<file path="src/hw/rtl/ptmw_link_unit.sv">
// Link arithmetic: builds a link entry for a fresh page and resolves an entry to a page.
module ptmw_link_unit #(
  parameter int TABLE_PAGES = 64,
  parameter int PAGE_W      = 6
) (
  input  logic [51:0]       base,
  input  logic [63:0]       entry,
  input  logic [PAGE_W-1:0] fresh,
  output logic [63:0]       link,
  output logic [PAGE_W-1:0] page,
  output logic              in_range
);

  logic [39:0] off;
  logic [39:0] link_pfn;

  // page offset modulo 2^52, page granular
  assign off      = entry[51:12] - base[51:12];
  assign in_range = off < 40'(TABLE_PAGES);
  assign page     = off[PAGE_W-1:0];

  assign link_pfn = base[51:12] + 40'(fresh);
  assign link     = {12'd0, link_pfn, 12'h003};

endmodule

</file>
<file path="config.mk">
export PLATFORM = sky130hd
export DESIGN_NAME = ptmw_link_unit
export DESIGN_NICKNAME = d
export VERILOG_FILES = /design/src/hw/rtl/ptmw_link_unit.sv
export SDC_FILE = /design/constraint.sdc
export NUM_CORES = 1
export LEC_CHECK = 0
export ABC_CLOCK_PERIOD_IN_PS = 3020
export BUFFER_PORTS_ARGS = -buffer_cell sky130_fd_sc_hd__clkbuf_2
export CAP_MARGIN = 20
export CORE_MARGIN = 1
export CORE_UTILIZATION = 36
export DETAILED_ROUTE_END_ITERATION = 8
export GPL_TIMING_DRIVEN = 0
export MAX_ROUTING_LAYER = met4
export PLACE_DENSITY = 0.68
export SLEW_MARGIN = 0
export SYNTH_ARGS = -nofsm -noshare
export SYNTH_HDL_FRONTEND = slang
export SYNTH_SLANG_ARGS = --single-unit
export TNS_END_PERCENT = 20
</file>
<file path="constraint.sdc">
create_clock -name vclk -period 3.02
set_clock_uncertainty 0.1 [all_clocks]
set_input_delay 0.151 -clock vclk [all_inputs]
set_output_delay 0.151 -clock vclk [all_outputs]
set_load 0.05 [all_outputs]
</file>
==> results of run 1 <==
[Yosys cell counts (all sizes together), types with 9 or more instances]
cell type / instances / area, um^2
xnor2: 45 / 394
clkbuf: 11 / 41.3
nor3: 13 / 65.1
nor4: 11 / 75.1
o21a: 12 / 90.1
inv: 55 / 206
o21ai: 23 / 115
nand3: 20 / 100
buf: 35 / 235
nand2: 40 / 150
a21o: 15 / 113
ha: 45 / 563
and3: 12 / 75.1
nor2: 30 / 113
nand4: 23 / 144
a21oi: 53 / 265
xor2: 9 / 78.8
[metrics by stage]
step	worst slack, ns	utilization, %	total power [mW]	cell area [um^2]
2_1_floorplan	-0.289	-	0.886	3990
3_3_place_gp	-0.775	46.8	1.15	4830
5_1_grt	-0.785	48.2	1.30	4980
4_1_cts	-0.597	47.7	1.19	4920
3_5_place_dp	-0.832	46.8	1.16	4830
6_report	-0.605	48.2	1.21	4980
[critical path, cell delays in order]
cell,delay [ns]
clkbuf_2,0.10
inv_1,0.07
ha_2,0.41
nand4_1,0.19
or2_1,0.30
or3_1,0.36
a311oi_4,0.29
buf_4,0.18
o211ai_1,0.09
o311a_1,0.16
nor4_4,0.33
o2111ai_2,0.20
nor4_4,0.32
clkbuf_8,0.23
[logic make-up (layout without fill, tap and decap cells)]
kind of cell             count (synthesis)  count (layout)  synth area share (%)
AND/OR/NAND/NOR                        189             189                  26.5
AO/OA/AOI/OAI                          173             173                  30.6
adder cells (fa/ha/maj)                 47              47                  15.8
other                                    2              24                 0.197
multiplexers                             7               7                  1.87
buffers and inverters                  101             236                  12.6
XOR/XNOR                                54              54                  12.4
[layer usage]
layer	wire, um	global-route usage [%]	vias up
met5	0	-	-
met3	669	0.624	10
met2	5990	37.1	173
met4	167	3.32	0
met1	5730	29.9	2200
li1	-	-	2386
[final timing paths]
check  depth (start not counted)     start        to  slack (ns)
max                           14  base[36]  in_range       -0.60
min                            3  base[44]  link[44]        0.58
[what timing repair did]
action / CTS / global route
endpoints found under the hold margin: 0 / 0
buffers inserted: 3 / 0
pin swaps: 6 / 2
resized for setup: 17 / 14
endpoints found under the setup margin: 17 / 12
[power groups by stage]
stage	clock, mW	sequential [mW]	combinational (mW)
after floorplan	0	0	0.886
after global placement	0	0	1.15
after detailed placement	0	0	1.16
after CTS	0	0	1.19
after global routing	0	0	1.30
final	0	0	1.21
[cell type report]
class,instances,area share (%)
Buffer,45,5.76
Multi-Input combinational cell,494,72.4
Tap cell,136,3.42
Inverter,55,4.40
Timing Repair Buffer,136,14.1
==> flow_metrics.tcl, run 1 <==
set metrics [dict create \
    flops_and_latches 0 \
    core_um2 10300 \
    drt_iter0_markers 334 \
    die_w_um 105 \
    yosysSeqAreaShare_pct 0 \
    peakVddDrop_mv 0.125 \
    grt_overflow 0 \
    clock.fmax_mhz 276 \
    p_sw_share_pct 66.7 \
    critPathLaunchType "primary input" \
    cap_violations 0 \
    die_area_um2 11000 \
    hold_class "primary input to output port" \
    final_common_cell "clkbuf_2" \
    wirelength_um 12600 \
    layout_common_cells "clkbuf_2, inv_1, a21oi_1" \
    postCtsHoldBufs 0 \
    crit_required_ns 2.77 \
    cp-end-kind "output port" \
    ys_types 66 \
    pwr-share-clk_pct 0 \
    worst-path-max-fanout 8 \
    grt_first_pass_wirelength_um 19800 \
    worst-setup-path-type "primary input to output port" \
    grtUsageTotal_pct 22.0 \
    nets 901 \
    status "complete, but fails checks" \
    postSynthCellCount 573 \
    postRouteAntennaNets 0 \
    violations "negative setup slack" \
    grt_max_degree 11 \
    p_int_mw 0.404 \
    syn_to_final_growth_pct 30.2 \
    regArea_um2 0 \
    die_y_um 105 \
    route.detailed.drc 0 \
    netlist_area_um2 3820 \
    rsz0062_at_grt "yes" \
    max-slew-margin-rel_pct 66.0 \
    finalNonFillerCells 866 \
    fin_ws_ns -0.605 \
    drv_slew 0 \
    wl_per_cell_um 14.5 \
    avgSynthCellArea_um2 6.67 \
    hold_viol 0 \
    netSwitchingPower_mw 0.809 \
    power_density_nw_per_um2 244 \
    hold_ws_ns 0.577 \
    io-pin-count 193 \
    dr.pass1.iters 5 \
    port_buffers 133 \
    pwr-share-seq_pct 0 \
    p_leak_nw 2.38 \
    combinationalPowerShare_pct 100.0 \
    initial_utilization_pct 37.0 \
    finalCriticalPeriod_ns 3.62 \
    cp_data_arrival_time_ns 3.37 \
    clock_buffers 0 \
    avgViaCountPerCell 5.51 \
    place_inst 864 \
    fill_cells 1067 \
    dp_hpwl_um 10500 \
    multi_input_area_um2 3600 \
    fin_setup_tns_ns -0.605 \
    period_share_pct 120 \
    tightest_slew_ns 0.506 \
    row_count 37 \
    vias 4769 \
    antenna_found_initial 0 \
    setup-violations-final 1 \
    synth_warnings 0 \
    grt_pass1_vias 4207 \
    drive_gt1_share_pct 28.2 \
    gp_congestion 0.916 \
    insertedDiodeCount 0 \
]
(Power assumes the default switching activity.)
==> run 2: changes to the inputs <==
Settings changed: CORE_ASPECT_RATIO set to 0.6.
==> run 2 against run 1 <==
Net effect:
- the run still ends with negative setup slack left
- via count increased by 0.69%
- final area rose by 1.4%
- highest routed layer is now met3
- core utilization up 1.8 points
- final cell count increased by 0.12%
- critical path type unchanged
==> flow_metrics.tcl, run 2 (same netlist as run 1, synthesis figures left out) <==
set metrics [dict create \
    grt_pass1_vias 4181 \
    wl_met1_um 7160 \
    min_from "base[48]" \
    rsz0062_at_grt "yes" \
    avgViaCountPerCell 5.54 \
    hold_ws_ns 0.574 \
    cp-end-kind "output port" \
    route.detailed.drc 0 \
    dr.pass1.iters 6 \
    min_path_cells 3 \
    fin_setup_tns_ns -0.584 \
    path_cells "clkbuf_16 -> inv_12 -> ha_4 -> inv_2 -> fa_2 -> a21o_1 -> a221oi_4 -> o221a_4 -> o21ai_0 -> xnor2_1 -> o311ai_1 -> a221oi_1 -> o2111ai_2 -> nor4_4 -> clkbuf_8" \
    crit_required_ns 2.77 \
    status "complete, but fails checks" \
    grt_max_degree 11 \
    flops_and_latches 0 \
    clock.fmax_mhz 277 \
    dp_hpwl_um 11900 \
    violations "negative setup slack" \
    regArea_um2 0 \
    port_buffers 133 \
    clock_buffers 0 \
    min_to "link[48]" \
    grt_first_pass_wirelength_um 21200 \
    place_inst 863 \
    worst-setup-path-type "primary input to output port" \
    power_density_nw_per_um2 246 \
    wirelength_um 13700 \
    io-pin-count 193 \
    hold_viol 0 \
    cpLargestDelayFamily "compound AO/OA/AOI/OAI gates" \
    die_area_um2 11000 \
    core_um2 10100 \
    netSwitchingPower_mw 0.828 \
    drt_iter0_markers 405 \
    hold_class "primary input to output port" \
    row_count 28 \
    setup-violations-final 1 \
    wl_met2_um 5210 \
    p_leak_nw 2.41 \
    wl_met3_um 1340 \
    die_w_um 135 \
    p_int_mw 0.412 \
    final_common_cell "clkbuf_2" \
    fin_ws_ns -0.584 \
    nets 903 \
    slowest_stage "a221oi_4" \
    peakVddDrop_mv 0.130 \
    gp_congestion 0.991 \
    cp.buffers_inverters 4 \
    pwr-share-clk_pct 0 \
    finalCriticalPeriod_ns 3.60 \
    top_layer "met3" \
    postCtsHoldBufs 0 \
    antenna_found_initial 0 \
    period_share_pct 119 \
    pwr-share-seq_pct 0 \
    postRouteAntennaNets 0 \
    vias 4802 \
    drv_slew 0 \
    drive_gt1_share_pct 29.4 \
    grtUsageTotal_pct 24.7 \
    wl_per_cell_um 15.8 \
    worst-path-max-fanout 5 \
    die_y_um 81.8 \
    tightest_slew_ns 0.573 \
    cap_violations 0 \
    dpl_worst_slack_ns -0.775 \
    finalNonFillerCells 867 \
    layout_common_cells "clkbuf_2, inv_1, a21oi_1" \
    grt_overflow 0 \
    syn_to_final_growth_pct 32.1 \
    critPathLaunchType "primary input" \
    max-slew-margin-rel_pct 61.5 \
    p_sw_share_pct 66.7 \
    combinationalPowerShare_pct 100.0 \
    max_stage_delay_ns 0.42 \
    cp_data_arrival_time_ns 3.35 \
    insertedDiodeCount 0 \
    utilization_pct 50.0 \
    initial_utilization_pct 37.9 \
]
## run 2: cell types whose count changed in the layout (fill, tap and decap cells not counted), moves of 2 or more
cell	before	now
clkbuf_2	130	127
buf_6	0	2
nor4_2	0	2
buf_4	32	34
and3_1	12	10
## run 2: worst max path at each step
stage / start / endpoint / slack (ns) / depth (start not counted)
floorplan: entry[12] / in_range / -0.29 / 13
global placement: base[34] / in_range / -0.78 / 14
detailed placement: base[34] / in_range / -0.77 / 14
CTS: entry[12] / in_range / -0.55 / 15
global route: entry[12] / in_range / -0.71 / 15
finish: entry[12] / in_range / -0.58 / 15
## run 2: power groups by stage
stage,Combinational [mW],Clock (mW),Sequential [mW]
final,1.24,0,0
after global placement,1.17,0,0
after detailed placement,1.18,0,0
after CTS,1.21,0,0
after floorplan,0.886,0,0
after global routing,1.33,0,0
## run 2: layout make-up
type               instances  area (um^2)
fillers                 1057         5040
multi-input cells        494         3610
repair buffers           138          753
plain buffers             45          293
inverters                 55          219
well taps                135          169
## run 2: per-stage QoR
step | instance area, um^2 | total power [mW]
5_1_grt | 5050 | 1.33
4_1_cts | 4970 | 1.21
2_1_floorplan | 3990 | 0.886
3_5_place_dp | 4830 | 1.18
6_report | 5050 | 1.24
3_3_place_gp | 4830 | 1.17
## run 2: layer usage
layer | up-vias | GRT usage, %
li1 | 2389 | -
met1 | 2208 | 38.3
met2 | 205 | 33.6
met3 | 0 | 4.26
met4 | 0 | 0.225
met5 | - | -
## run 2: tightest hold or removal path, delay by kind of cell
kind | cells | cell delay [ns]
xor+xnor | 1 | 0.07
buf+inv | 2 | 0.30
## run 2: repair_timing
| action | 4_1_cts | 5_1_grt |
|---|---|---|
| gates resized for setup | 26 | 29 |
| pin swaps | 7 | 11 |
| buffers inserted | 4 | 1 |
| setup endpoints to repair | 18 | 14 |
==> run 3: changes to the inputs <==
Settings changed: ABC_CLOCK_PERIOD_IN_PS 3020 to 4090, PLACE_DENSITY 0.68 to 0.66.
Clock period 3.02 ns to 4.09 ns, I/O delays scaled along.
==> run 3 against run 2 <==
Net effect:
- the run now ends clean
- largest cell class unchanged
- critical endpoint unchanged
- highest routed layer is now met4
- non-clock buffer count fell by 3
- critical path type unchanged
- worst setup slack improved by 0.73 ns
- via count rose by 2.7%
==> flow_metrics.tcl, run 3 (same netlist as run 1, synthesis figures left out) <==
set metrics [dict create \
    syn_to_final_growth_pct 25.7 \
    grt_max_degree 11 \
    p_leak_nw 2.34 \
    layout_common_cells "clkbuf_2, inv_1, a21oi_1" \
    rsz0062_at_grt "no" \
    die_area_um2 11000 \
    wl_met3_um 1280 \
    grtUsageTotal_pct 25.6 \
    period_share_pct 96.4 \
    nets 900 \
    grt_first_pass_wirelength_um 22000 \
    port_buffers 133 \
    critPathLaunchType "primary input" \
    top_layer "met4" \
    hold_viol 0 \
    io-pin-count 193 \
    final_common_cell "clkbuf_2" \
    wirelength_um 14000 \
    drive_gt1_share_pct 26.1 \
    cap_violations 0 \
    power_density_nw_per_um2 186 \
    setup-violations-final 0 \
    die_w_um 135 \
    postRouteAntennaNets 0 \
    vias 4931 \
    finalCriticalPeriod_ns 3.94 \
    hold_class "primary input to output port" \
    worst-path-max-fanout 5 \
    max-slew-margin-rel_pct 42.0 \
    antenna_found_initial 0 \
    worst-setup-path-type "primary input to output port" \
    drt_iter0_markers 415 \
    grt_pass1_vias 4228 \
    clock.fmax_mhz 254 \
    tightest_slew_ns 0.871 \
    peakVddDrop_mv 0.111 \
    dr.pass1.iters 5 \
    avgViaCountPerCell 5.71 \
    utilization_pct 47.6 \
    power_mw 0.895 \
    wl_met1_um 7310 \
    drv_slew 0 \
    grt_overflow 0 \
    cp_data_arrival_time_ns 3.64 \
    flops_and_latches 0 \
    clock_buffers 0 \
    regArea_um2 0 \
    cp-startpoint "entry[12]" \
    dp_hpwl_um 12100 \
    route.detailed.drc 0 \
    row_count 28 \
    crit_end "in_range" \
    initial_utilization_pct 37.9 \
    wl_met2_um 5340 \
    crit_required_ns 3.79 \
    wl_per_cell_um 16.2 \
    insertedDiodeCount 0 \
    cp-end-kind "output port" \
    gp_congestion 0.972 \
    status "complete, no violations" \
    die_y_um 81.8 \
    core_um2 10100 \
]
-- run 3: through the flow --
| stage | area (um^2) | setup TNS [ns] | setup slack, ns | instances | hold slack, ns |
|---|---|---|---|---|---|
| final | 4800 | 0 | 0.147 | 864 | 0.696 |
| after global routing | 4800 | 0 | 0.00769 | 864 | 0.712 |
| after CTS | 4760 | 0 | 0.0154 | 863 | 0.699 |
| after detailed placement | 4740 | -0.0854 | -0.0854 | 863 | 0.698 |
| after global placement | 4740 | -0.0439 | -0.0439 | 863 | 0.697 |
| after floorplan | 3910 | 0 | 0.0955 | 595 | 0.600 |
-- run 3: power by group --
part / internal, mW / switching, mW / leakage (nW)
registers: 0 / 0 / 0
logic: 0.288 / 0.607 / 2.34
clock network: 0 / 0 / 0
-- run 3: cell type report --
class	count	area (um^2)
Buffer	45	279
Fill cell	1064	5290
Inverter	55	206
Multi-Input combinational cell	494	3470
Tap cell	135	169
Timing Repair Buffer	135	683
-- run 3: worst min-delay path by stage --
stage | from | cells after the start | to | slack, ns
after floorplan | base[12] | 2 | page[0] | 0.60
final | base[47] | 3 | link[47] | 0.70
after CTS | base[47] | 3 | link[47] | 0.70
after global placement | base[47] | 3 | link[47] | 0.70
after detailed placement | base[47] | 3 | link[47] | 0.70
after global routing | base[47] | 3 | link[47] | 0.71
-- run 3: worst max-delay path, cell delays in order --
cell and delay [ns]:
clkbuf_2 0.08, inv_1 0.05, ha_2 0.17, inv_1 0.05
fa_2 0.34, a21o_1 0.20, a221oi_4 0.39, o221a_4 0.31
xor2_1 0.17, o21ai_1 0.10, or4_4 0.56, nor4_4 0.28
o2111ai_2 0.14, nor4_2 0.33, buf_4 0.26
-- run 3: timing repair --
| action | in CTS | in global routing |
|---|---|---|
| setup buffers | 0 | 2 |
| endpoints found under the setup margin | 1 | 1 |
| resized for setup | 1 | 14 |
| pin swaps | 0 | 8 |
| gates cloned | 0 | 0 |
| hold buffers | 0 | 0 |
-- run 3: layer usage --
metal	up-vias	track usage (%)
li1	2384	-
met1	2291	41.5
met2	250	35.2
met3	6	1.05
met4	0	0.337
met5	-	-
